--- src/nptt_pkg.sv ---
`default_nettype none

package nptt_pkg;

  typedef enum logic [1:0] {
    ACT_ADD      = 2'd0,
    ACT_REMOVE   = 2'd1,
    ACT_FIND_STA = 2'd2,
    ACT_FIND_PUB = 2'd3
  } action_t;

  typedef enum logic [1:0] {
    STAT_OK   = 2'd0,
    STAT_FULL = 2'd1,
    STAT_MISS = 2'd2
  } status_t;

  typedef enum logic {
    ST_IDLE,
    ST_RESOLVE
  } state_t;

  typedef struct packed {
    logic [31:0] sta_ip;
    logic [15:0] sta_port;
    logic [15:0] public_port;
  } entry_t;

  // Broadcast from the controller to every cell of the row.
  typedef struct packed {
    logic        match_en;
    logic        key_sel;
    logic [15:0] key;
    logic        apply;
    action_t     op;
    entry_t      new_entry;
  } cell_cmd_t;

endpackage

`default_nettype wire

--- src/nptt_cell.sv ---
`default_nettype none

module nptt_cell (
  input  wire                  clk,
  input  wire                  rst_n,
  input  nptt_pkg::cell_cmd_t  cmd,
  input  wire                  prev_valid,
  input  wire                  hit_in,
  input  nptt_pkg::entry_t     acc_in,
  input  nptt_pkg::entry_t     next_entry,
  input  wire                  next_valid,
  output logic                 valid_o,
  output nptt_pkg::entry_t     entry_o,
  output logic                 hit_o,
  output nptt_pkg::entry_t     acc_o
);
  import nptt_pkg::*;

  logic   valid_r;
  logic   valid_nxt;
  entry_t entry_r;
  entry_t entry_nxt;
  logic   match_r;
  logic   first;
  logic   [15:0] cmp_field;

  assign cmp_field = cmd.key_sel ? entry_r.sta_port : entry_r.public_port;

  // The oldest matching cell is the first one with no hit to its left.
  assign first   = match_r & ~hit_in;
  assign hit_o   = hit_in | match_r;
  assign acc_o   = first ? (acc_in | entry_r) : acc_in;
  assign valid_o = valid_r;
  assign entry_o = entry_r;

  always_comb begin
    valid_nxt = valid_r;
    entry_nxt = entry_r;
    if (cmd.apply) begin
      case (cmd.op)
        ACT_ADD: begin
          if (!valid_r && prev_valid) begin
            valid_nxt = 1'b1;
            entry_nxt = cmd.new_entry;
          end
        end
        ACT_REMOVE: begin
          // Every cell from the removed one onwards takes its right neighbour.
          if (hit_o) begin
            valid_nxt = next_valid;
            entry_nxt = next_entry;
          end
        end
        default: ;
      endcase
    end
  end

  always_ff @(posedge clk) begin
    if (!rst_n) begin
      valid_r <= 1'b0;
      match_r <= 1'b0;
    end else begin
      valid_r <= valid_nxt;
      if (cmd.match_en) begin
        match_r <= valid_r && (cmp_field == cmd.key);
      end
    end
  end

  always_ff @(posedge clk) begin
    entry_r <= entry_nxt;
  end

endmodule

`default_nettype wire

--- config.mk ---
export PLATFORM = sky130hd
export DESIGN_NAME = nptt_cell
export DESIGN_NICKNAME = d
export VERILOG_FILES = /design/src/nptt_pkg.sv /design/src/nptt_cell.sv
export SDC_FILE = /design/constraint.sdc
export NUM_CORES = 1
export LEC_CHECK = 0
export BUFFER_PORTS_ARGS = -buffer_cell sky130_fd_sc_hd__buf_4
export CAP_MARGIN = 40
export CORE_AREA = 2 2 135 137
export CTS_BUF_LIST = sky130_fd_sc_hd__clkbuf_4 sky130_fd_sc_hd__clkbuf_8
export CTS_CLUSTER_SIZE = 24
export DETAILED_ROUTE_END_ITERATION = 7
export DIE_AREA = 0 0 137 139
export PLACE_DENSITY = 0.53
export SLEW_MARGIN = 20
export SYNTH_ARGS = -nofsm -noshare
export SYNTH_HDL_FRONTEND = slang
export SYNTH_SLANG_ARGS = --single-unit
--- constraint.sdc ---
create_clock -name clk -period 8.25 [get_ports clk]
set_input_delay 1.2375 -clock clk [delete_from_list [all_inputs] [get_ports clk]]
set_output_delay 1.2375 -clock clk [all_outputs]
set_load 0.05 [all_outputs]
==> results of run 1 <==
-- cell type report --
cell class / count / area (um^2)
timing repair buffer: 352 / 2680
clock inverter: 6 / 81.3
clock buffer: 10 / 131
sequential: 66 / 1960
fill: 1784 / 10900
multi-input combinational: 176 / 1630
tap: 229 / 287
-- flip-flops by register name, summed over array words and instances (netlist names) --
name and flops:
match_r 1, valid_o 1, entry_o 64
-- cell families (layout without fill, tap and decap cells) --
family / Yosys count / after routing / synth area share [%]
XOR/XNOR: 16 / 16 / 3.83
buffers and inverters: 16 / 368 / 2.46
AND/OR/NAND/NOR: 13 / 13 / 2.29
flip-flops: 66 / 66 / 53.6
AO/OA/AOI/OAI: 67 / 67 / 13.7
multiplexers: 80 / 80 / 24.1
-- tightest hold or removal path, stage by stage (launching register included) --
cell and delay (ps):
dfxtp_1 330, nand3b_1 90, o31ai_1 60
-- cell usage in the layout, fill, tap and decap left out --
master,synthesis,layout
a21o_1,64,64
a21oi_1,1,1
buf_16,0,2
buf_4,0,350
bufinv_16,0,2
clkbuf_4,0,1
clkbuf_8,0,9
clkinv_1,0,1
clkinv_2,0,2
clkinvlp_4,0,1
dfxtp_1,2,2
edfxtp_1,64,64
mux2_2,64,64
mux2i_1,16,16
nand3_1,1,1
nand3b_1,2,2
nand4_1,2,2
nor2b_4,0,2
nor3_1,1,1
nor3b_1,2,1
nor3b_2,0,1
nor4_1,2,2
o211a_1,1,1
o31ai_1,1,1
or2_2,1,1
xnor2_1,11,11
xor2_1,5,5
-- layer usage --
metal | vias up | track usage, %
met5 | - | 0
met4 | 0 | 4.72
met3 | 12 | 3.58
met2 | 201 | 28.4
met1 | 1680 | 15.5
li1 | 1687 | -
-- through the flow --
step | instance area, um^2 | setup WS, ps | std cells | hold slack (ps)
2_1_floorplan | 3660 | 1270 | 258 | 464
3_3_place_gp | 6500 | 4630 | 821 | 521
3_5_place_dp | 6560 | 4590 | 823 | 531
4_1_cts | 6770 | 4580 | 839 | 541
5_1_grt | 6770 | 4480 | 839 | 571
6_report | 6770 | 4550 | 839 | 528
-- power groups by stage --
stage | registers [mW] | clock network [mW] | logic [mW]
finish | 0.392 | 0.305 | 0.291
global placement | 0.400 | 0 | 0.288
global route | 0.394 | 0.331 | 0.306
floorplan | 0.432 | 0 | 0.124
detailed placement | 0.400 | 0 | 0.293
CTS | 0.393 | 0.321 | 0.294
-- final timing paths --
check	to	slack [ps]	cells past startpoint
max reg2reg	entry_o[15]	6490	5
max	acc_o[23]	4550	5
min	match_r	530	2
min reg2reg	match_r	530	2
==> flow_summary_export.csv, run 1 <==
group,metric,value,unit
clock_network,cts_tree,"yes",
yosys,yosys_most_used_dff,"edfxtp_1",
yosys,syn_nets,476,
final_layout,area_growth,85.0,%
setup_path,slowest_delay,550,ps
timing,slew_headroom,53.3,%
final_layout,drive_above_1_share,71.3,%
outcome,status,"completed",
setup_path,reg2reg_from,"valid_o",
timing,finalCriticalPeriod,3700,ps
yosys,async_flop_share,0,%
placed_design,gp_congestion,0.820,
yosys,netlist_area,0.00366,mm^2
detailed_routing,ant_nets,0,
timing,worst_pin_slew,700,ps
power,leakagePower,3.29,nW
setup_path,crit_buf_inv,3,
flow_run,drv_cap,0,
power,internal_power,0.694,mW
yosys,yosysTopAreaCellShare,52.5,%
floorplanning,io_pins,348,
clock_network,cts_setup_buffers,0,
floorplanning,die_x,137,um
clock_network,clkLatencyLatePin,360,ps
timing,fin_tns_setup,0,ps
power,vdd_ir_drop_max,0.0000870,V
setup_path,cp_slowest_cell,"buf_4",
clock_network,path_clk_slew,70,ps
yosys,synth_top_area_cell,"edfxtp_1",
setup_path,worstSetupPathType,"in2out",
final_layout,nets,823,
yosys,synthTopCellsByArea,"edfxtp_1 53%, mux2_2 20%, a21o_1 13%",
power,power.switching,0.294,mW
setup_path,setup.worst_path.start,"hit_in",
worst_hold_path,min-delay-path-class,"reg2reg",
power,pwr-share-comb,29.4,%
grt,grt_pass1_vias,3739,
yosys,synth_common_cells,"64 x a21o_1, 64 x edfxtp_1, 64 x mux2_2",
detailed_routing,met3_length,1280,um
clock_network,clk_root_buffer_cell,"clkbuf_8",
timing,rsz0062_at_grt,"false",
power,power_density,146,mW/mm^2
yosys,synth_edf_count,64,
yosys,ys_warn_count,0,
setup_path,cp.required,7010,ps
power,p_sw_share,29.7,%
grt,grt_remaining_overflow,0,
floorplanning,start_util,20.7,%
detailed_routing,drc,0,
detailed_routing,wirelength,15000,um
power,p_total,0.988,mW
floorplanning,fp.dieH,139,um
detailed_routing,vias,3580,
detailed_routing,via_per_inst,4.27,
floorplanning,die_area,0.0190,mm^2
detailed_routing,first_pass_iters,4,
placed_design,numPortBuffers,347,
clock_network,cts_hold_buffers,0,
yosys,synth.yosys.seq_area_share,53.6,%
setup_path,arrival,2460,ps
clock_network,cts_buffers,9,
grt,grt_antenna_before_repair,0,
detailed_routing,wl_met2,8090,um
clock_network,clock-sinks,66,
grt,grt_max_degree,65,
worst_hold_path,hp-start,"match_r",
setup_path,cpMostUsedCell,"buf_4",
grt,grtUsageTotal,14.8,%
final_layout,antenna_cells,0,
setup_path,endpoint_kind,"output port",
timing,hold_violations,0,
timing,finalSetupViolations,0,
yosys,synth_cell_type_count,23,
setup_path,path_max_fanout,64,
setup_path,cp-start-kind,"input pin",
yosys,avgSynthCellArea,14.2,um^2
power,seqPwrFrac,39.7,%
floorplanning,fp-row-count,49,
setup_path,path_cells,"buf_4, nor2b_4, buf_4, a21o_1, buf_4",
floorplanning,fp.coreArea,0.0177,mm^2
timing,maxSlewViolCount,0,
placed_design,hpwlAfterDp,11900,um
yosys,syn_inst,258,
timing,finalCritPeriodShare,44.8,%
detailed_routing,top_layer,"met4",
clock_network,htreeDepth,3,
setup_path,critPathTopFamily,"buffers and inverters",
detailed_routing,avgRoutedWirePerCell,17.9,um
clock_network,clock_path_buffers,2,
power,power.share.clock,30.9,%
timing,max_freq,270,MHz
timing,skew,8.37,ps
yosys,synth_seq_cells,66,
detailed_routing,wl_met1,5420,um
final_layout,final_util,38.4,%
detailed_routing,drtIter0Drc,77,
clock_network,ctsResizeCount,0,
grt,grt_pass1_wl,20900,um
No activity file was read; power rests on OpenSTA's default activity.
==> run 2: changes to the inputs <==
--- a/config.mk
+++ b/config.mk
@@ -5,6 +5,7 @@
 export SDC_FILE = /design/constraint.sdc
 export NUM_CORES = 1
 export LEC_CHECK = 0
+export ABC_AREA = 1
 export BUFFER_PORTS_ARGS = -buffer_cell sky130_fd_sc_hd__buf_4
 export CAP_MARGIN = 40
 export CORE_AREA = 2 2 135 137
@@ -12,7 +13,7 @@
 export CTS_CLUSTER_SIZE = 24
 export DETAILED_ROUTE_END_ITERATION = 7
 export DIE_AREA = 0 0 137 139
-export PLACE_DENSITY = 0.53
+export PLACE_DENSITY = 0.55
 export SLEW_MARGIN = 20
 export SYNTH_ARGS = -nofsm -noshare
 export SYNTH_HDL_FRONTEND = slang
==> constraint.sdc (replaced) <==
create_clock -name clk -period 3.7 [get_ports clk]
set_input_delay 0.555 -clock clk [delete_from_list [all_inputs] [get_ports clk]]
set_output_delay 0.555 -clock clk [all_outputs]
set_load 0.05 [all_outputs]
==> flow_summary_export.csv, run 2 <==
group,metric,value,unit
outcome,status,"completed",
power,power_density,306,mW/mm^2
placed_design,postPlaceCellArea,0.00679,mm^2
setup_path,crit_buf_inv,1,
clock_network,htreeDepth,3,
yosys,synthXorXnorAreaFrac,0,%
clock_network,path_clk_slew,80,ps
setup_path,arrival,2340,ps
yosys,synth.yosys.seq_area_share,49.4,%
clock_network,clock-sinks,66,
yosys,synth_compound_area_share,15.1,%
grt,grt_antenna_before_repair,0,
flow_run,drv_cap,0,
yosys,synth_top_area_cell,"edfxtp_1",
setup_path,r2r-end,"entry_o[45]",
yosys,synth_simple_gate_area_share,11.1,%
yosys,avgSynthCellArea,10.9,um^2
grt,grt_max_degree,66,
timing,rsz0062_at_grt,"false",
final_layout,fillCellCount,1801,
grt,grt_remaining_overflow,0,
timing,slew_headroom,52.5,%
yosys,syn_inst,364,
clock_network,cts_hold_buffers,0,
placed_design,numPortBuffers,347,
floorplanning,die_area,0.0190,mm^2
yosys,synth_most_common_cell,"nand2_1",
yosys,synth_seq_cells,66,
yosys,synth_top_family_by_area,"multiplexers",
placed_design,dp.cells,921,
setup_path,cp-start-kind,"flop",
detailed_routing,ant_nets,0,
yosys,syn_nets,582,
timing,maxSlewViolCount,0,
yosys,ys_warn_count,0,
clock_network,ctsResizeCount,0,
grt,grtUsageTotal,16.2,%
detailed_routing,via_per_inst,4.47,
setup_path,cp.required,3140,ps
yosys,yosys_most_used_dff,"edfxtp_1",
clock_network,cts_buffers,9,
setup_path,path_cells,"nand2_1, o21bai_1, buf_4",
power,vdd_ir_drop_max,0.000133,V
setup_path,slowest_delay,780,ps
timing,fin_tns_setup,0,ps
detailed_routing,drtIter0Drc,142,
yosys,netlist_area,0.00397,mm^2
final_layout,design_area,0.00698,mm^2
setup_path,endpoint_kind,"output port",
detailed_routing,vias,4195,
final_layout,layoutNonFillerInstCount,938,
timing,worst_pin_slew,712,ps
timing,finalCritPeriodShare,78.3,%
final_layout,nets,922,
floorplanning,fp.dieH,139,um
grt,grt_pass1_wl,23100,um
yosys,synth_cell_type_count,25,
setup_path,worstSetupPathType,"reg2out",
floorplanning,fp-row-count,49,
detailed_routing,drc,0,
final_layout,antenna_cells,0,
placed_design,hpwlAfterDp,12800,um
detailed_routing,wirelength,16300,um
timing,holdWs,443,ps
detailed_routing,avgRoutedWirePerCell,17.4,um
floorplanning,fp.coreArea,0.0177,mm^2
clock_network,clk_root_buffer_cell,"clkbuf_8",
final_layout,final_cell_mix,"349 x buf_4, 70 x nand2_1, 64 x mux2_2, 64 x edfxtp_1, 51 x a31o_2",
setup_path,r2r_cells,5,
yosys,synthTopCellsByArea,"edfxtp_1 48%, mux2_2 18%, a31o_2 11%",
power,p_total,2.14,mW
timing,hold_violations,0,
timing,finalCriticalPeriod,2900,ps
placed_design,gp_congestion,0.758,
setup_path,reg2reg_from,"match_r",
grt,grt_pass1_vias,4336,
final_layout,drive_above_1_share,69.8,%
setup_path,endpoint,"acc_o[31]",
yosys,synth_fa_ha_area_share,0,%
clock_network,cts_tree,"yes",
final_layout,largest_register_ffs,64,
floorplanning,die_x,137,um
timing,max_freq,345,MHz
setup_path,cp_slowest_cell,"dfxtp_2",
clock_network,clkLatencyLatePin,350,ps
floorplanning,start_util,22.5,%
worst_hold_path,worstHoldPathCells,3,
final_layout,final_common_cell,"buf_4",
yosys,yosysTopAreaCellShare,48.4,%
setup_path,rrSetupSlack,1270,ps
yosys,async_flop_share,0,%
setup_path,critPathTopFamily,"flip-flops",
detailed_routing,first_pass_iters,4,
yosys,synth_common_cells,"71 x nand2_1, 64 x edfxtp_1, 64 x mux2_2",
floorplanning,io_pins,348,
setup_path,path_max_fanout,31,
clock_network,clock_path_buffers,2,
setup_path,setup.worst_path.start,"match_r",
setup_path,cp.depth,3,
timing,skew,7.76,ps
power,leakagePower,3.28,nW
final_layout,area_growth,75.7,%
yosys,synth_edf_count,64,
timing,finalSetupViolations,0,
yosys,muxShareOfSynthArea,18.1,%
clock_network,cts_setup_buffers,0,
worst_hold_path,min-delay-path-class,"in2reg",
## run 2: layout make-up
cell class	instances	area, um^2	area share, %
clock buffers	9	124	1.77
clock inverters	7	45.0	0.645
inverters	33	129	1.85
multi-input cells	243	1770	25.4
flip-flops and latches	66	1960	28.1
well taps	229	287	4.11
repair buffers	351	2660	38.1
## run 2: where the power goes
| group | leakage, nW | internal, mW | switching [mW] |
|---|---|---|---|
| logic | 2.59 | 0.322 | 0.389 |
| clock network | 0.0807 | 0.240 | 0.305 |
| registers | 0.605 | 0.860 | 0.0210 |
| total | 3.28 | 1.42 | 0.715 |
## run 2: how the worst min path moves through the flow
stage	startpoint	to	slack, ps
floorplan	rst_n	match_r	700
global placement	valid_o	valid_o	570
detailed placement	valid_o	valid_o	570
CTS	rst_n	match_r	410
global route	rst_n	match_r	450
finish	rst_n	match_r	440
## run 2: per-layer routing
metal | vias up | GRT usage (%) | wire (um)
li1 | 1998 | - | -
met1 | 1959 | 16.9 | 6000
met2 | 222 | 31.0 | 8660
met3 | 16 | 4.75 | 1510
met4 | 0 | 4.12 | 176
met5 | - | 0 | 0
## run 2: logic make-up (layout without fill, tap and decap cells)
| family | after synthesis | in the layout |
|---|---|---|
| compound gates | 74 | 74 |
| buf+inv | 55 | 400 |
| flops | 66 | 66 |
| mux | 64 | 64 |
| simple gates | 105 | 105 |
## run 2: tightest hold or removal path: cells and delay by family
kind | cells | cell delay (ps)
AOI/OAI and AO/OA | 1 | 90
buffers and inverters | 2 | 120
## run 2: metrics by stage
stage	worst slack (ps)	util, %
2_1_floorplan	1190	-
3_3_place_gp	936	38.5
3_5_place_dp	867	38.5
4_1_cts	713	39.4
5_1_grt	660	39.5
6_report	802	39.5
